===== config.mk =====
export PLATFORM = sky130hd
export DESIGN_NAME = button_scan_event_generator
export DESIGN_NICKNAME = d
export VERILOG_FILES = /design/src/hw/rtl/bseg_pkg.sv /design/src/hw/rtl/button_scan_event_generator.sv
export SDC_FILE = /design/constraint.sdc
export NUM_CORES = 1
export LEC_CHECK = 0
export ABC_CLOCK_PERIOD_IN_PS = 2700
export BUFFER_PORTS_ARGS = -buffer_cell sky130_fd_sc_hd__buf_2
export CAP_MARGIN = 40
export CORE_ASPECT_RATIO = 1.2
export CORE_UTILIZATION = 53
export DETAILED_ROUTE_END_ITERATION = 8
export GPL_ROUTABILITY_DRIVEN = 0
export PLACE_DENSITY_LB_ADDON = 0.1
export SETUP_SLACK_MARGIN = 0.2
export SYNTH_ARGS = -nofsm -noshare
export SYNTH_HDL_FRONTEND = slang
export SYNTH_SLANG_ARGS = --single-unit

===== constraint.sdc =====
create_clock -name clk -period 2.7 [get_ports clk]
set_input_delay 0.135 -clock clk [delete_from_list [all_inputs] [get_ports clk]]
set_output_delay 0.135 -clock clk [all_outputs]
set_load 0.03 [all_outputs]

===== src/hw/rtl/bseg_pkg.sv =====
// Shared types and constants for the button scan event generator.
`timescale 1ns / 1ps

package bseg_pkg;

  // Number of switch inputs that are scanned; higher switch bits are ignored.
  localparam int NUM_BUTTONS = 8;
  localparam logic [7:0] BUTTON_MASK =
    8'(((32'd1 << NUM_BUTTONS) - 32'd1) & 32'h0000_00FF);

  // Configuration register indexes (word address bits [3:2]).
  localparam logic [1:0] REG_USE_SHIFT    = 2'd0;
  localparam logic [1:0] REG_SHIFT_BIT    = 2'd1;
  localparam logic [1:0] REG_REPEAT_DELAY = 2'd2;

  // Configuration reset values.
  localparam logic       USE_SHIFT_RST    = 1'b1;
  localparam logic [2:0] SHIFT_BIT_RST    = 3'd0;
  localparam logic [7:0] REPEAT_DELAY_RST = 8'd20;

  // Indicator thresholds: on below ON_LIMIT, off above OFF_LIMIT, age saturates.
  localparam logic [2:0] IND_ON_LIMIT  = 3'd2;
  localparam logic [2:0] IND_OFF_LIMIT = 3'd4;
  localparam logic [2:0] IND_AGE_MAX   = 3'd7;
  localparam logic [7:0] CHANGE_AGE_MAX = 8'hFF;

  typedef enum logic [2:0] {
    EV_BUTTONS      = 3'd0,
    EV_MIDI_IN_ON   = 3'd1,
    EV_MIDI_IN_OFF  = 3'd2,
    EV_MIDI_OUT_ON  = 3'd3,
    EV_MIDI_OUT_OFF = 3'd4
  } event_kind_t;

  // One scan tick word.
  typedef struct packed {
    logic [7:0] raw_switches;
    logic       midi_in_flash;
    logic       midi_out_flash;
  } scan_word_t;

  // One event word.
  typedef struct packed {
    event_kind_t event_kind;
    logic [7:0]  pressed_mask;
    logic        is_repeat;
    logic        last_of_tick;
  } event_word_t;

endpackage


===== src/hw/rtl/button_scan_event_generator.sv =====
// Button scan event generator: change detect, autorepeat and MIDI indicators.
`timescale 1ns / 1ps

// Channel   Direction  Word          Handshake
// in_       input      scan_word_t   in_valid / in_ready
// out_      output     event_word_t  out_valid / out_ready
// config    APB slave  32-bit data   psel, penable, pwrite, paddr, pwdata, prdata, pready
//
// A scan word is evaluated in the cycle it is accepted and its zero to three
// events are captured in a pending set; one event moves per cycle into the
// output register while the output is not stalled, and the next word is taken
// in the cycle the last pending event moves out (or at once if none is pending).
// Reset is synchronous and clears configuration, scan state, pending flags and
// output valid; the payload registers are not reset. A stalled output holds its
// word and back-pressures the input while the pending set is still occupied.
module button_scan_event_generator (
  input  logic                   clk,
  input  logic                   rst_n,
  input  logic                   in_valid,
  output logic                   in_ready,
  input  bseg_pkg::scan_word_t   in_word,
  output logic                   out_valid,
  input  logic                   out_ready,
  output bseg_pkg::event_word_t  out_word,
  input  logic                   psel,
  input  logic                   penable,
  input  logic                   pwrite,
  input  logic [3:0]             paddr,
  input  logic [31:0]            pwdata,
  output logic [31:0]            prdata,
  output logic                   pready
);
  import bseg_pkg::*;

  // Indicator evaluation result.
  typedef struct packed {
    logic       turn_on;
    logic       turn_off;
    logic       lit;
    logic [2:0] age;
  } ind_res_t;

  function automatic ind_res_t ind_eval(input logic lit, input logic [2:0] age,
                                        input logic flash);
    ind_res_t   r;
    logic [2:0] a;
    a          = flash ? 3'd0 : age;
    r.turn_on  = !lit && (a < IND_ON_LIMIT);
    r.turn_off = lit && (a > IND_OFF_LIMIT);
    r.lit      = r.turn_on ? 1'b1 : (r.turn_off ? 1'b0 : lit);
    r.age      = (a < IND_AGE_MAX) ? a + 3'd1 : IND_AGE_MAX;
    return r;
  endfunction

  // Configuration registers.
  logic       use_shift_r;
  logic [2:0] shift_bit_r;
  logic [7:0] repeat_delay_r;

  // Scan state.
  logic [7:0] prev_pressed_r;
  logic [7:0] change_age_r;
  logic       tick_parity_r;
  logic       in_lit_r, out_lit_r;
  logic [2:0] in_age_r, out_age_r;

  // Pending event set: slot 0 button, slot 1 MIDI in, slot 2 MIDI out.
  logic [2:0] pend_v_r, pend_v_nxt;
  logic [7:0] pend_mask_r;
  logic       pend_rep_r;
  logic       pend_in_off_r;
  logic       pend_out_off_r;

  // Output register.
  logic        out_valid_r, out_valid_nxt;
  event_word_t out_word_r, out_word_nxt;

  logic        accept, load_out, cfg_wr;
  logic [2:0]  sel_oh, remain;
  logic [7:0]  buttons, shift_mask, diff, age;
  logic        changed, shift_only, btn_ev;
  ind_res_t    ind_in, ind_out;

  // Tick evaluation.
  always_comb begin
    buttons    = ~in_word.raw_switches & BUTTON_MASK;
    shift_mask = 8'(8'd1 << shift_bit_r);
    diff       = buttons ^ prev_pressed_r;
    changed    = diff != 8'd0;
    shift_only = buttons == shift_mask;
    age        = changed ? 8'd0 : change_age_r;
    if (changed && buttons != 8'd0) begin
      btn_ev = (!use_shift_r || !shift_only) &&
               (!shift_only || (diff & shift_mask) != 8'd0);
    end else begin
      btn_ev = (buttons != 8'd0) && !shift_only && (age > repeat_delay_r) &&
               !tick_parity_r;
    end
    ind_in  = ind_eval(in_lit_r, in_age_r, in_word.midi_in_flash);
    ind_out = ind_eval(out_lit_r, out_age_r, in_word.midi_out_flash);
  end

  // Pick the lowest pending slot and work out whether it ends the tick.
  always_comb begin
    case (1'b1)
      pend_v_r[0]: sel_oh = 3'b001;
      pend_v_r[1]: sel_oh = 3'b010;
      pend_v_r[2]: sel_oh = 3'b100;
      default:     sel_oh = 3'b000;
    endcase
    remain   = pend_v_r & ~sel_oh;
    load_out = (pend_v_r != 3'b000) && (!out_valid_r || out_ready);
    in_ready = (pend_v_r == 3'b000) || (load_out && remain == 3'b000);
    accept   = in_valid && in_ready;
  end

  // Next pending set and output word.
  always_comb begin
    pend_v_nxt = load_out ? remain : pend_v_r;
    if (accept) begin
      pend_v_nxt = {ind_out.turn_on || ind_out.turn_off,
                    ind_in.turn_on || ind_in.turn_off, btn_ev};
    end
    out_word_nxt              = out_word_r;
    out_word_nxt.pressed_mask = 8'd0;
    out_word_nxt.is_repeat    = 1'b0;
    out_word_nxt.last_of_tick = remain == 3'b000;
    case (sel_oh)
      3'b001: begin
        out_word_nxt.event_kind   = EV_BUTTONS;
        out_word_nxt.pressed_mask = pend_mask_r;
        out_word_nxt.is_repeat    = pend_rep_r;
      end
      3'b010: begin
        out_word_nxt.event_kind = pend_in_off_r ? EV_MIDI_IN_OFF : EV_MIDI_IN_ON;
      end
      3'b100: begin
        out_word_nxt.event_kind = pend_out_off_r ? EV_MIDI_OUT_OFF : EV_MIDI_OUT_ON;
      end
      default: begin
        out_word_nxt = out_word_r;
      end
    endcase
    if (!load_out) begin
      out_word_nxt = out_word_r;
    end
    if (load_out) begin
      out_valid_nxt = 1'b1;
    end else if (out_ready) begin
      out_valid_nxt = 1'b0;
    end else begin
      out_valid_nxt = out_valid_r;
    end
  end

  // Configuration write strobe and read mux.
  always_comb begin
    cfg_wr = psel && penable && pwrite;
    case (paddr[3:2])
      REG_USE_SHIFT:    prdata = {31'd0, use_shift_r};
      REG_SHIFT_BIT:    prdata = {29'd0, shift_bit_r};
      REG_REPEAT_DELAY: prdata = {24'd0, repeat_delay_r};
      default:          prdata = 32'd0;
    endcase
  end

  assign pready    = 1'b1;
  assign out_valid = out_valid_r;
  assign out_word  = out_word_r;

  // Control and state registers.
  always_ff @(posedge clk) begin
    if (!rst_n) begin
      use_shift_r    <= USE_SHIFT_RST;
      shift_bit_r    <= SHIFT_BIT_RST;
      repeat_delay_r <= REPEAT_DELAY_RST;
      prev_pressed_r <= 8'd0;
      change_age_r   <= 8'd0;
      tick_parity_r  <= 1'b0;
      in_lit_r       <= 1'b0;
      out_lit_r      <= 1'b0;
      in_age_r       <= 3'd0;
      out_age_r      <= 3'd0;
      pend_v_r       <= 3'b000;
      out_valid_r    <= 1'b0;
    end else begin
      if (cfg_wr) begin
        case (paddr[3:2])
          REG_USE_SHIFT:    use_shift_r    <= pwdata[0];
          REG_SHIFT_BIT:    shift_bit_r    <= pwdata[2:0];
          REG_REPEAT_DELAY: repeat_delay_r <= pwdata[7:0];
          default:          ;
        endcase
      end
      if (accept) begin
        prev_pressed_r <= buttons;
        change_age_r   <= (age < CHANGE_AGE_MAX) ? age + 8'd1 : CHANGE_AGE_MAX;
        tick_parity_r  <= !tick_parity_r;
        in_lit_r       <= ind_in.lit;
        in_age_r       <= ind_in.age;
        out_lit_r      <= ind_out.lit;
        out_age_r      <= ind_out.age;
      end
      pend_v_r    <= pend_v_nxt;
      out_valid_r <= out_valid_nxt;
    end
  end

  // Payload registers.
  always_ff @(posedge clk) begin
    if (accept) begin
      pend_mask_r    <= buttons;
      pend_rep_r     <= !changed;
      pend_in_off_r  <= ind_in.turn_off;
      pend_out_off_r <= ind_out.turn_off;
    end
    out_word_r <= out_word_nxt;
  end

endmodule


After elaboration in Yosys (flattened, before gate mapping)

Cells that the tools add are included.

Register bits: 65
Output and inout port bits: 48
Word-level logic and storage cells: 116
Input port bits: 53

Add/subtract/negate cells: 3
Reduce and logical (&&, ||, !) cells: 50
Bitwise gates (word level): 5
Muxes and demuxes: 23
Shift operators: 1
$lt $le $gt $ge: 8
Equality and inequality tests: 6

Operators by type and width:

| cell                | number |
|---|---|
| $mux 3              | 10 |
| $pmux 8 s3          | 1 |
| $reduce_bool 8->1   | 3 |
| $pmux 9 s2          | 1 |
| $mux 8              | 2 |
| $reduce_and 2->1    | 8 |
| $logic_and 1x1->1   | 14 |
| $reduce_bool 2->1   | 5 |
| $pmux 3 s3          | 1 |
| $add 8x1->8 const B | 1 |
| $and 8x8->8         | 1 |
| $eq 8x8->1          | 1 |
| $gt 8x8->1          | 1 |
| $lt 8x8->1 const B  | 1 |
| $not 8->8           | 1 |
| $shl 1x3->8 const A | 1 |
| $xor 8x8->8         | 1 |
| $logic_not 1->1     | 7 |
| $mux 1              | 7 |
| $add 3x1->3 const B | 2 |
| $gt 3x3->1 const B  | 2 |
| $logic_not 3->1     | 2 |
| $logic_or 1x1->1    | 6 |
| $lt 3x2->1 const B  | 2 |
| other kinds (13)    | 15 |

Logic depth before layout (Yosys ltp)

Gate-level depths: netlist of the first run.

Word-level depth: 10
Mapped depth: 13
Depth with buffers taken out: 11

Least setup slack after synthesis of the first run

Ideal clock, no wire load.

Path kind: input -> register
From: input port in_word[4] (netlist bit)
To: register pend_v_r[0]
Setup time: 0.070 ns
Buffers on the path: 2
Data required time: 2.630 ns
Setup slack: 0.323 ns
Stages: 12
Arrival time: 2.307 ns
Cell sequence: clkbuf_1 -> xor2_1 -> nand4_1 -> nor2_2 -> buf_2 -> and2_1 -> ha_1 -> nand4_1 -> o21bai_1 -> a211o_1 -> a311o_1 -> a21oi_1

Cells in the longest elaborated chain, start to end: 9
Elaborated cells on any way between the ends: 19
Those cells by class: 1 x order compare; 1 x eq/ne; 3 x mux; 3 x bitwise; 11 x reduce/logical

Ends and longest elaborated chain:

| item                           | line                               | source |
|---|---|---|
| from (decl)                    | button_scan_event_generator.sv:21  | `input bseg_pkg::scan_word_t in_word,` |
| $not 8->8 *                    | button_scan_event_generator.sv:86  | `buttons = ~in_word.raw_switches & BUTTON_MASK;` |
| $xor 8x8->8                    | button_scan_event_generator.sv:88  | `diff = buttons ^ prev_pressed_r;` |
| $reduce_bool 8->1              | button_scan_event_generator.sv:89  | `changed = diff != 8'd0;` |
| $mux 8                         | button_scan_event_generator.sv:91  | `age = changed ? 8'd0 : change_age_r;` |
| $gt 8x8->1                     | button_scan_event_generator.sv:96  | `btn_ev = (buttons != 8'd0) && !shift_only && (age > repeat_delay_r) &&` |
| $logic_and 1x1->1 (2 in a row) | button_scan_event_generator.sv:96  |  |
| $mux 1 *                       | button_scan_event_generator.sv:92  | `if (changed && buttons != 8'd0) begin` |
| $mux 3 *                       | button_scan_event_generator.sv:120 | `if (accept) begin` |
| to (signal assigned)           | button_scan_event_generator.sv:204 | `pend_v_r <= pend_v_nxt;` |
| to (decl)                      | button_scan_event_generator.sv:68  | `logic [2:0] pend_v_r, pend_v_nxt;` |

Every way passes the cells marked *; elsewhere a longest branch is shown, timed or not.
A chain may end at the register's enable or synchronous reset.

Final worst setup path of the first run

From: register prev_pressed_r[3]
To: register pend_v_r[0]

Cells in the longest elaborated chain, start to end: 8
Elaborated cells on any way between the ends: 13
Those cells by class: 1 x order compare; 3 x mux; 2 x bitwise; 7 x reduce/logical

Ends and longest elaborated chain:

| item                           | line                               | source |
|---|---|---|
| from (decl)                    | button_scan_event_generator.sv:61  | `logic [7:0] prev_pressed_r;` |
| from (signal assigned)         | button_scan_event_generator.sv:196 | `prev_pressed_r <= buttons;` |
| $xor 8x8->8 *                  | button_scan_event_generator.sv:88  |  |
| $reduce_bool 8->1              | button_scan_event_generator.sv:89  |  |
| $mux 8                         | button_scan_event_generator.sv:91  |  |
| $gt 8x8->1                     | button_scan_event_generator.sv:96  |  |
| $logic_and 1x1->1 (2 in a row) | button_scan_event_generator.sv:96  |  |
| $mux 1 *                       | button_scan_event_generator.sv:92  |  |
| $mux 3 *                       | button_scan_event_generator.sv:120 |  |

Marked as above.

==> qor.json, run 1 <==
{
  "place": {
    "dpl_cell_area_um2": 3860,
    "port-buffer-count": 49,
    "dp.final_hpwl_um": 5120,
    "pre_cts_slack_ns": 0.191,
    "dp.cells": 510
  },
  "floorplanning": {
    "die_x_um": 77.4,
    "core_area_um2": 6490,
    "initial_utilization_pct": 55.7,
    "ios": 101,
    "dieHeight_um": 92.4,
    "total_die_area_um2": 7150,
    "placementRows": 32
  },
  "layout": {
    "layout.nets": 507,
    "n_antenna_cell": 0,
    "utilization_pct": 63.9,
    "filler_cell_count": 567,
    "layout.cell_area.non_filler_um2": 4140,
    "area_delta_synth_final_pct": 14.7,
    "post_layout_nonfiller_instances": 533,
    "share_of_final_layout_standard_cells_stronger_than_drive_strength_1_pct": 23.0
  },
  "flow_run": {
    "cap_violations": 0
  },
  "logic_synthesis": {
    "syn_area_um2": 3610,
    "synth_cells": 384,
    "most_instantiated_library_cell_after_synthesis": "dfxtp_1",
    "synth_top_cells_by_count": "dfxtp_1, buf_4, nor2_1",
    "synth_edf_count": 24,
    "synth_area_leader_cell": "dfxtp_1",
    "syn_avg_cell_area_um2": 9.40,
    "synth.yosys.seq_area_share_pct": 42.7,
    "synth_top_cells_by_area": "dfxtp_1, edfxtp_1, buf_4",
    "yosys_warnings": 0,
    "synth_seq_cells": 65,
    "yosys.area.top_type_share_pct": 22.7,
    "ys_async_sr_fraction_pct": 0,
    "netlist-cell-type-count": 59,
    "yosys_most_used_dff": "dfxtp_1"
  },
  "route": {
    "detailedRoute.firstIterationViolations": 160,
    "route.final.wire_length_um": 7170,
    "wl_per_cell_um": 13.4,
    "antenna_violating_nets_post_route": 0,
    "viasPerCell": 5.32,
    "detail_route.first_pass.iterations": 4,
    "drcViolationCount": 0,
    "routed-via-count": 2835
  },
  "worst_setup_path": {
    "critical_path_arrival_ns": 2.69,
    "required_ns": 2.97,
    "reg2reg_from": "prev_pressed_r[3]$_SDFFE_PN0P_",
    "critPathKind": "reg2reg",
    "cp-start-kind": "flip-flop",
    "critical_path.cell_chain": "xor2_2 > nand4_1 > buf_4 > nor3_2 > ha_1 > nand4_1 > o21bai_1 > a211o_1 > a311o_1 > a21oi_1",
    "critical_path_peak_fanout": 3,
    "max_stage_delay_ns": 0.35,
    "worstSetupPathDepth": 10,
    "r2r_setup_slack_ns": 0.28,
    "worstPathBufferInverterCount": 1,
    "r2r_cells": 10,
    "highest_delay_cell_along_the_critical_path": "dfxtp_2",
    "destination_of_the_worst_register_to_register_timing_path": "pend_v_r[0]$_SDFFE_PN0P_",
    "crit_path_end_kind": "flip-flop",
    "crit_family": "compound AO/OA/AOI/OAI gates",
    "cpMostUsedCell": "nand4_1"
  },
  "clock_tree": {
    "cts_htree_levels": 3,
    "cts.root.buffer_cell": "clkbuf_8",
    "tritoncts_clock_tree": "yes",
    "cts.clk_slew.worst_paths_ns": 0.07,
    "clockBufferDepth": 2,
    "cts-buffers-inserted": 9,
    "tritoncts_num_sinks": 65,
    "worst_skew_pair.late_latency_ns": 0.34
  },
  "global_route": {
    "global_route_wire_length_before_repair_um": 12000,
    "globalRouteOverflowTotal": 0,
    "grt_max_degree": 24,
    "grt_util_all_layers_pct": 21.2,
    "grt_pass1_vias": 2597,
    "grt_antenna_before_repair": 0
  },
  "outcome": {
    "run_status": "finished clean"
  },
  "hold_path": {
    "timing.hold.worst.start": "pwdata[4]",
    "min_to": "repeat_delay_r[4]$_SDFFE_PN1P_",
    "hold_depth": 3,
    "hp-class": "in2reg"
  },
  "timing": {
    "max-slew-margin-rel_pct": 45.7,
    "final.min_clock_period_ns": 2.42,
    "final.setup.worst_slack_ns": 0.283,
    "number_of_pins_with_negative_max_slew_slack_in_the_final_report": 0,
    "finalClockSkew_ns": 0.0101,
    "timing.fmax_mhz": 414,
    "setup_total_negative_slack_ns": 0,
    "final.period_utilization_pct": 89.5,
    "final_hold_viol_count": 0,
    "unrepaired_setup_endpoints_after_global_routing": "true",
    "timing.final.setup_violations": 0,
    "tightestPinTransition_ns": 0.815
  },
  "pwr": {
    "power.density_cell_area_nw_per_um2": 573,
    "peak_vdd_ir_mv": 0.327,
    "cellLeakagePower_nw": 1.70
  }
}
## routing by layer
metal / vias to the layer above / GRT usage, % / part of all wire [%]
met5: - / 0 / 0
met4: 0 / 8.81 / 1.2
met3: 8 / 4.43 / 2.9
met2: 56 / 36.9 / 53
met1: 1327 / 25.3 / 43
li1: 1444 / - / -
## logic make-up after synthesis
family                     Yosys count  synth area share [%]
xor gates and xnor gates             9                  2.18
adders and majority gates           11                  3.81
buffers and inverters               70                  10.8
muxes                               15                  4.85
DFF                                 65                  42.7
and+or+nand+nor                    122                  18.3
other                                2                 0.208
AOI/OAI and AO/OA                   90                  17.2
## timing repair
item | in CTS | in global routing
endpoints found under the hold margin | 0 | 0
setup buffers | 0 | 6
pin swaps | 0 | 7
gates cloned | 0 | 1
gates resized for setup | 1 | 8
hold buffers | 0 | 0
endpoints found under the setup margin | 1 | 7
## cells in the final DEF (no fill, tap or decap), types with 13 or more instances in the layout
cell and count:
nor2_1 29, a211oi_1 14, o21ai_0 14, buf_2 49, nand2_1 16, conb_1 25
edfxtp_1 24, a21oi_1 26, and2_1 21, buf_4 21, inv_1 22, mux2i_1 13
dfxtp_1 38
## worst register-to-register path, stage by stage, from the launching register on
cell and delay (ns):
dfxtp_2 0.35, xor2_2 0.19, nand4_1 0.26, buf_4 0.24
nor3_2 0.16, ha_1 0.28, nand4_1 0.11, o21bai_1 0.08
a211o_1 0.24, a311o_1 0.32, a21oi_1 0.14
## stage by stage
stage	hold slack, ns	total power [W]
3_3_place_gp	0.368	0.00157
4_1_cts	0.0250	0.00237
5_1_grt	0.0344	0.00249
3_5_place_dp	0.380	0.00158
2_1_floorplan	0.231	0.00149
6_report	0.0287	0.00237
## sequential cells by signal, summed over array words and instances (netlist names), 3 cells and up
name / flops
change_age_r: 8
out_age_r: 3
in_age_r: 3
prev_pressed_r: 8
pend_mask_r: 8
shift_bit_r: 3
repeat_delay_r: 8
out_word: 13
pend_v_r: 3
## how the worst max path moves through the flow
stage	start	slack (ns)	end
3_3_place_gp	prev_pressed_r[3]$_SDFFE_PN0P_	0.25	pend_v_r[0]$_SDFFE_PN0P_
4_1_cts	prev_pressed_r[3]$_SDFFE_PN0P_	0.21	pend_v_r[0]$_SDFFE_PN0P_
3_5_place_dp	prev_pressed_r[3]$_SDFFE_PN0P_	0.19	pend_v_r[0]$_SDFFE_PN0P_
2_1_floorplan	in_word[4]	0.32	pend_v_r[0]$_SDFFE_PN0P_
6_report	prev_pressed_r[3]$_SDFFE_PN0P_	0.28	pend_v_r[0]$_SDFFE_PN0P_
5_1_grt	prev_pressed_r[3]$_SDFFE_PN0P_	0.13	pend_v_r[0]$_SDFFE_PN0P_
## report_power, final
part           internal (W)  switching [W]
Sequential          0.00110      0.0000435
Clock              0.000447       0.000352
Combinational      0.000142       0.000282
Total               0.00169       0.000678
## final cells by class
type | instances | area, um2 | area share [%]
inverter | 24 | 90.1 | 2.18
multi-input combinational | 273 | 1810 | 43.6
clock buffer | 12 | 145 | 3.50
sequential | 65 | 1550 | 37.3
clock inverter | 4 | 45.0 | 1.09
tap | 85 | 106 | 2.57
timing repair buffer | 70 | 403 | 9.73
No activity file was read; power rests on OpenSTA's default activity.
==> run 2, diff against run 1 <==
--- a/config.mk
+++ b/config.mk
@@ -13,6 +13,7 @@
 export DETAILED_ROUTE_END_ITERATION = 8
 export GPL_ROUTABILITY_DRIVEN = 0
 export PLACE_DENSITY_LB_ADDON = 0.1
+export RECOVER_POWER = 25
 export SETUP_SLACK_MARGIN = 0.2
 export SYNTH_ARGS = -nofsm -noshare
 export SYNTH_HDL_FRONTEND = slang
==> run 2 against run 1 <==
  * Cell area decreased by 0.88%
  * First-iteration DRC count decreased by 8.1%
  * Sequential share of layout area increased by 0.33 points
  * Cell count unchanged
  * Worst hold slack improved by 0.0020 ns
  * Critical path depth unchanged
  * Wire length decreased by 0.39%
  * Critical path type unchanged
  * Largest cell class unchanged
==> qor.json, run 2 (synthesized netlist as in run 1, its figures left out) <==
{
  "outcome": {
    "run_status": "finished clean"
  },
  "route": {
    "drcViolationCount": 0,
    "detailedRoute.firstIterationViolations": 147,
    "viasPerCell": 5.35,
    "route.final.wire_length_um": 7140,
    "antenna_violating_nets_post_route": 0,
    "routed-via-count": 2849,
    "detail_route.first_pass.iterations": 4,
    "wl_per_cell_um": 13.4
  },
  "clock_tree": {
    "cts-buffers-inserted": 9,
    "cts_hold_buffers": 0,
    "clockBufferDepth": 2,
    "cts.root.buffer_cell": "clkbuf_8",
    "tritoncts_clock_tree": "yes",
    "tritoncts_num_sinks": 65,
    "cts.clk_slew.worst_paths_ns": 0.07,
    "cts_htree_levels": 3,
    "worst_skew_pair.late_latency_ns": 0.34
  },
  "hold_path": {
    "timing.hold.worst.start": "pwdata[4]",
    "min_to": "repeat_delay_r[4]$_SDFFE_PN1P_",
    "hp-class": "in2reg",
    "hold_depth": 3
  },
  "layout": {
    "layout_commonest_cell": "dfxtp_1",
    "share_of_final_layout_standard_cells_stronger_than_drive_strength_1_pct": 18.8,
    "largest_reg_flops": 13,
    "area_delta_synth_final_pct": 13.7,
    "n_antenna_cell": 0,
    "layout.nets": 507,
    "mostFrequentLayoutCells": "dfxtp_1, buf_2, nor2_1"
  },
  "floorplanning": {
    "total_die_area_um2": 7150,
    "core_area_um2": 6490,
    "ios": 101,
    "placementRows": 32,
    "dieHeight_um": 92.4,
    "initial_utilization_pct": 55.7,
    "die_x_um": 77.4
  },
  "global_route": {
    "grt_pass1_vias": 2597,
    "grt_max_degree": 24,
    "grt_antenna_before_repair": 0,
    "grt_util_all_layers_pct": 21.2,
    "globalRouteOverflowTotal": 0,
    "global_route_wire_length_before_repair_um": 12000
  },
  "timing": {
    "unrepaired_setup_endpoints_after_global_routing": "true",
    "finalClockSkew_ns": 0.0106,
    "max-slew-margin-rel_pct": 46.9,
    "setup_total_negative_slack_ns": 0,
    "timing.final.setup_violations": 0,
    "tightestPinTransition_ns": 0.796,
    "timing.fmax_mhz": 415,
    "final.min_clock_period_ns": 2.41,
    "final.period_utilization_pct": 89.3,
    "number_of_pins_with_negative_max_slew_slack_in_the_final_report": 0,
    "final_hold_viol_count": 0,
    "final.setup.worst_slack_ns": 0.289
  },
  "pwr": {
    "peak_vdd_ir_mv": 0.327,
    "totalPowerFinal_w": 0.00236,
    "power.density_cell_area_nw_per_um2": 575,
    "cellLeakagePower_nw": 1.64
  },
  "worst_setup_path": {
    "r2r_setup_slack_ns": 0.29,
    "critical_path_peak_fanout": 3,
    "reg2reg_from": "prev_pressed_r[3]$_SDFFE_PN0P_",
    "cp-start-kind": "flip-flop",
    "destination_of_the_worst_register_to_register_timing_path": "pend_v_r[0]$_SDFFE_PN0P_",
    "required_ns": 2.97,
    "r2r_cells": 10,
    "crit_path_end_kind": "flip-flop",
    "critical_path_arrival_ns": 2.68,
    "critPathKind": "reg2reg"
  },
  "flow_run": {
    "cap_violations": 0
  },
  "place": {
    "port-buffer-count": 49,
    "pre_cts_slack_ns": 0.191,
    "dp.final_hpwl_um": 5120
  }
}
## run 2: cell count changes in the layout (fill, tap and decap cells not counted)
cell      change
buf_4         -5
clkbuf_1     +19
buf_2        -14
## run 2: power by group
group | switching, W | internal [W] | leakage [nW]
Combinational | 0.000281 | 0.000131 | 0.965
Sequential | 0.0000442 | 0.00110 | 0.571
Clock | 0.000352 | 0.000447 | 0.100
## run 2: routing by layer
metal,track usage (%),wire [um],part of all wire [%],vias to the layer above
met5,0,0,0,-
met4,8.81,124,1.7,0
met3,4.43,206,2.9,12
met2,36.9,3710,52,63
met1,25.3,3100,43,1326
li1,-,-,-,1448
## run 2: area by class of cell
class | count | area, um2
Clock buffer | 12 | 145
Clock inverter | 4 | 45.0
Fill cell | 584 | 2380
Inverter | 24 | 90.1
Multi-Input combinational cell | 273 | 1810
Sequential cell | 65 | 1550
Tap cell | 85 | 106
Timing Repair Buffer | 70 | 367
## run 2: worst max path at each step
stage          cells after the start                           start                       end
2_1_floorplan                     12                      in_word[4]  pend_v_r[0]$_SDFFE_PN0P_
3_5_place_dp                      10  prev_pressed_r[3]$_SDFFE_PN0P_  pend_v_r[0]$_SDFFE_PN0P_
3_3_place_gp                      10  prev_pressed_r[3]$_SDFFE_PN0P_  pend_v_r[0]$_SDFFE_PN0P_
6_report                          10  prev_pressed_r[3]$_SDFFE_PN0P_  pend_v_r[0]$_SDFFE_PN0P_
5_1_grt                           10  prev_pressed_r[3]$_SDFFE_PN0P_  pend_v_r[0]$_SDFFE_PN0P_
4_1_cts                           10  prev_pressed_r[3]$_SDFFE_PN0P_  pend_v_r[0]$_SDFFE_PN0P_
## run 2: through the flow
| stage | cell area (um2) | util, % | hold slack (ns) | instances |
|---|---|---|---|---|
| after global routing | 4110 | 63.3 | 0.0344 | 533 |
| after CTS | 4060 | 62.5 | 0.0250 | 526 |
| final | 4110 | 63.3 | 0.0306 | 533 |
| after floorplan | 3700 | - | 0.231 | 407 |
| after global placement | 3860 | 59.5 | 0.368 | 510 |
| after detailed placement | 3860 | 59.5 | 0.380 | 510 |
## run 2: what timing repair did
action / in CTS / in global routing
setup buffers: 0 / 6
cloned: 0 / 1
setup endpoints to repair: 1 / 7
pin swaps: 0 / 7
resized for setup: 1 / 8
## run 2: critical path, stage by stage (launching register included)
cell and delay (ns):
dfxtp_2 0.35, xor2_2 0.19, nand4_1 0.26, buf_4 0.24, nor3_2 0.16, ha_1 0.28
nand4_1 0.11, o21bai_1 0.08, a211o_1 0.24, a311o_1 0.32, a21oi_1 0.14
==> run 3, diff against run 2 <==
--- a/config.mk
+++ b/config.mk
@@ -12,7 +12,7 @@
 export CORE_UTILIZATION = 53
 export DETAILED_ROUTE_END_ITERATION = 8
 export GPL_ROUTABILITY_DRIVEN = 0
-export PLACE_DENSITY_LB_ADDON = 0.1
+export PLACE_DENSITY = 0.91
 export RECOVER_POWER = 25
 export SETUP_SLACK_MARGIN = 0.2
 export SYNTH_ARGS = -nofsm -noshare
==> run 3 against run 2 <==
  * Sequential share of layout area is 0.15 points higher
  * Clock skew shrank 0.0025 ns
  * Count of clock-buffer cells in the layout down 3
  * Power is 6.0% higher
  * Cell count down 1.9%
  * Global-route usage increased by 1.3 points
  * Cell area down 0.30%
  * Die area did not move
  * Worst hold slack got worse by 0.015 ns
  * Critical path type unchanged
==> qor.json, run 3 (synthesized netlist as in run 1, its figures left out) <==
{
  "pwr": {
    "pwr-share-clk_pct": 37.7,
    "power.density_cell_area_nw_per_um2": 612,
    "switchingPower_w": 0.000749,
    "power.share.combinational_pct": 16.3,
    "peak_vdd_ir_mv": 0.421,
    "p_seq_share_pct": 46.0,
    "cellLeakagePower_nw": 1.60,
    "p_int_w": 0.00175,
    "switching_share_pct": 29.9
  },
  "floorplanning": {
    "placementRows": 32,
    "dieHeight_um": 92.4,
    "ios": 101,
    "initial_utilization_pct": 55.7,
    "total_die_area_um2": 7150,
    "die_x_um": 77.4,
    "core_area_um2": 6490
  },
  "clock_tree": {
    "cts_htree_levels": 3,
    "cts_hold_buffers": 0,
    "tritoncts_clock_tree": "yes",
    "postCtsSetupBuffers": 0,
    "cts.root.buffer_cell": "clkbuf_8",
    "tritoncts_num_sinks": 65,
    "cts-buffers-inserted": 9,
    "clockBufferDepth": 2,
    "worst_skew_pair.late_latency_ns": 0.36,
    "cts.clk_slew.worst_paths_ns": 0.08
  },
  "global_route": {
    "global_route_wire_length_before_repair_um": 12500,
    "globalRouteOverflowTotal": 0,
    "grt_util_all_layers_pct": 22.5,
    "grt_pass1_vias": 2813,
    "grt_max_degree": 25,
    "grt_antenna_before_repair": 0
  },
  "place": {
    "pre_cts_slack_ns": 0.246,
    "dp.final_hpwl_um": 5280,
    "port-buffer-count": 49
  },
  "route": {
    "wl_per_cell_um": 14.5,
    "viasPerCell": 5.55,
    "detail_route.first_pass.iterations": 5,
    "drcViolationCount": 0,
    "detailedRoute.firstIterationViolations": 154,
    "antenna_violating_nets_post_route": 0,
    "route.final.wire_length_um": 7590,
    "routed-via-count": 2902
  },
  "worst_setup_path": {
    "critical_path_arrival_ns": 2.86,
    "critical_path_peak_fanout": 3,
    "cp-start-kind": "flip-flop",
    "critPathKind": "reg2reg",
    "crit_path_end_kind": "flip-flop",
    "required_ns": 2.99
  },
  "timing": {
    "max-slew-margin-rel_pct": 46.4,
    "final_hold_viol_count": 0,
    "unrepaired_setup_endpoints_after_global_routing": "true",
    "timing.fmax_mhz": 390,
    "final.min_clock_period_ns": 2.56,
    "setup_total_negative_slack_ns": 0,
    "final.period_utilization_pct": 94.9,
    "timing.final.setup_violations": 0,
    "final.setup.worst_slack_ns": 0.137,
    "finalClockSkew_ns": 0.00813,
    "number_of_pins_with_negative_max_slew_slack_in_the_final_report": 0,
    "tightestPinTransition_ns": 0.804
  },
  "layout": {
    "layout_commonest_cell": "dfxtp_1",
    "mostFrequentLayoutCells": "dfxtp_1, buf_2, nor2_1",
    "largest_reg_flops": 13,
    "share_of_final_layout_standard_cells_stronger_than_drive_strength_1_pct": 18.5,
    "area_delta_synth_final_pct": 13.3,
    "utilization_pct": 63.1,
    "n_antenna_cell": 0,
    "layout.nets": 497
  },
  "outcome": {
    "run_status": "finished clean"
  },
  "hold_path": {
    "hp-class": "in2reg"
  },
  "flow_run": {
    "cap_violations": 0
  }
}
-- run 3: cell types whose count changed in the layout (fill, tap and decap cells not counted), sizes merged --
| cell | change |
|---|---|
| buf | -9 |
| clkbuf | -4 |
| clkinv | -2 |
| clkinvlp | +2 |
| inv | +2 |
| bufinv | +1 |
-- run 3: per-stage QoR --
step	total power, W	hold slack, ns	instances	cell area [um2]
3_5_place_dp	0.00157	0.381	506	3830
2_1_floorplan	0.00149	0.231	407	3700
6_report	0.00250	0.0155	523	4090
3_3_place_gp	0.00155	0.368	506	3830
4_1_cts	0.00251	0.00860	522	4070
5_1_grt	0.00261	0.0204	523	4090
-- run 3: worst paths after layout --
check,start,to,slack (ns),cells past startpoint
max reg2reg,prev_pressed_r[6]$_SDFFE_PN0P_,pend_v_r[0]$_SDFFE_PN0P_,0.14,10
min reg2reg,change_age_r[0]$_SDFFE_PN0P_,change_age_r[0]$_SDFFE_PN0P_,0.49,1
min,pwdata[5],repeat_delay_r[5]$_SDFFE_PN0P_,0.02,3
max,prev_pressed_r[6]$_SDFFE_PN0P_,pend_v_r[0]$_SDFFE_PN0P_,0.14,10
-- run 3: cell type report --
cell class	instances	area (um2)
Clock buffer	9	124
Clock inverter	7	101
Fill cell	535	2390
Inverter	24	90.1
Multi-Input combinational cell	273	1820
Sequential cell	65	1550
Tap cell	85	106
Timing Repair Buffer	60	300
-- run 3: power groups by stage --
stage / clock [W] / sequential (W) / combinational [W]
2_1_floorplan: 0 / 0.00122 / 0.000277
3_3_place_gp: 0 / 0.00116 / 0.000390
3_5_place_dp: 0 / 0.00117 / 0.000404
4_1_cts: 0.000958 / 0.00115 / 0.000409
5_1_grt: 0.00100 / 0.00116 / 0.000444
6_report: 0.000943 / 0.00115 / 0.000408
-- run 3: timing repair --
item / in CTS / in global routing
gates resized for setup: 2 / 11
cloned: 0 / 1
endpoints found under the setup margin: 1 / 4
pin swaps: 0 / 5
-- run 3: per-layer routing --
layer / track usage [%] / up-vias / share of wire (%)
li1: - / 1422 / -
met3: 5.32 / 18 / 4.0
met2: 41.0 / 85 / 55
met5: 0 / - / 0
met1: 24.0 / 1377 / 39
met4: 11.5 / 0 / 2.3
-- run 3: worst max-delay path: stages, from the launching register on --
cell and delay, ns:
dfxtp_1 0.36, xor2_1 0.22, nand4_1 0.26, buf_4 0.23, nor3_2 0.17, ha_1 0.28
nand4_1 0.11, o21bai_1 0.11, a211o_1 0.27, a311o_1 0.35, a21oi_1 0.14
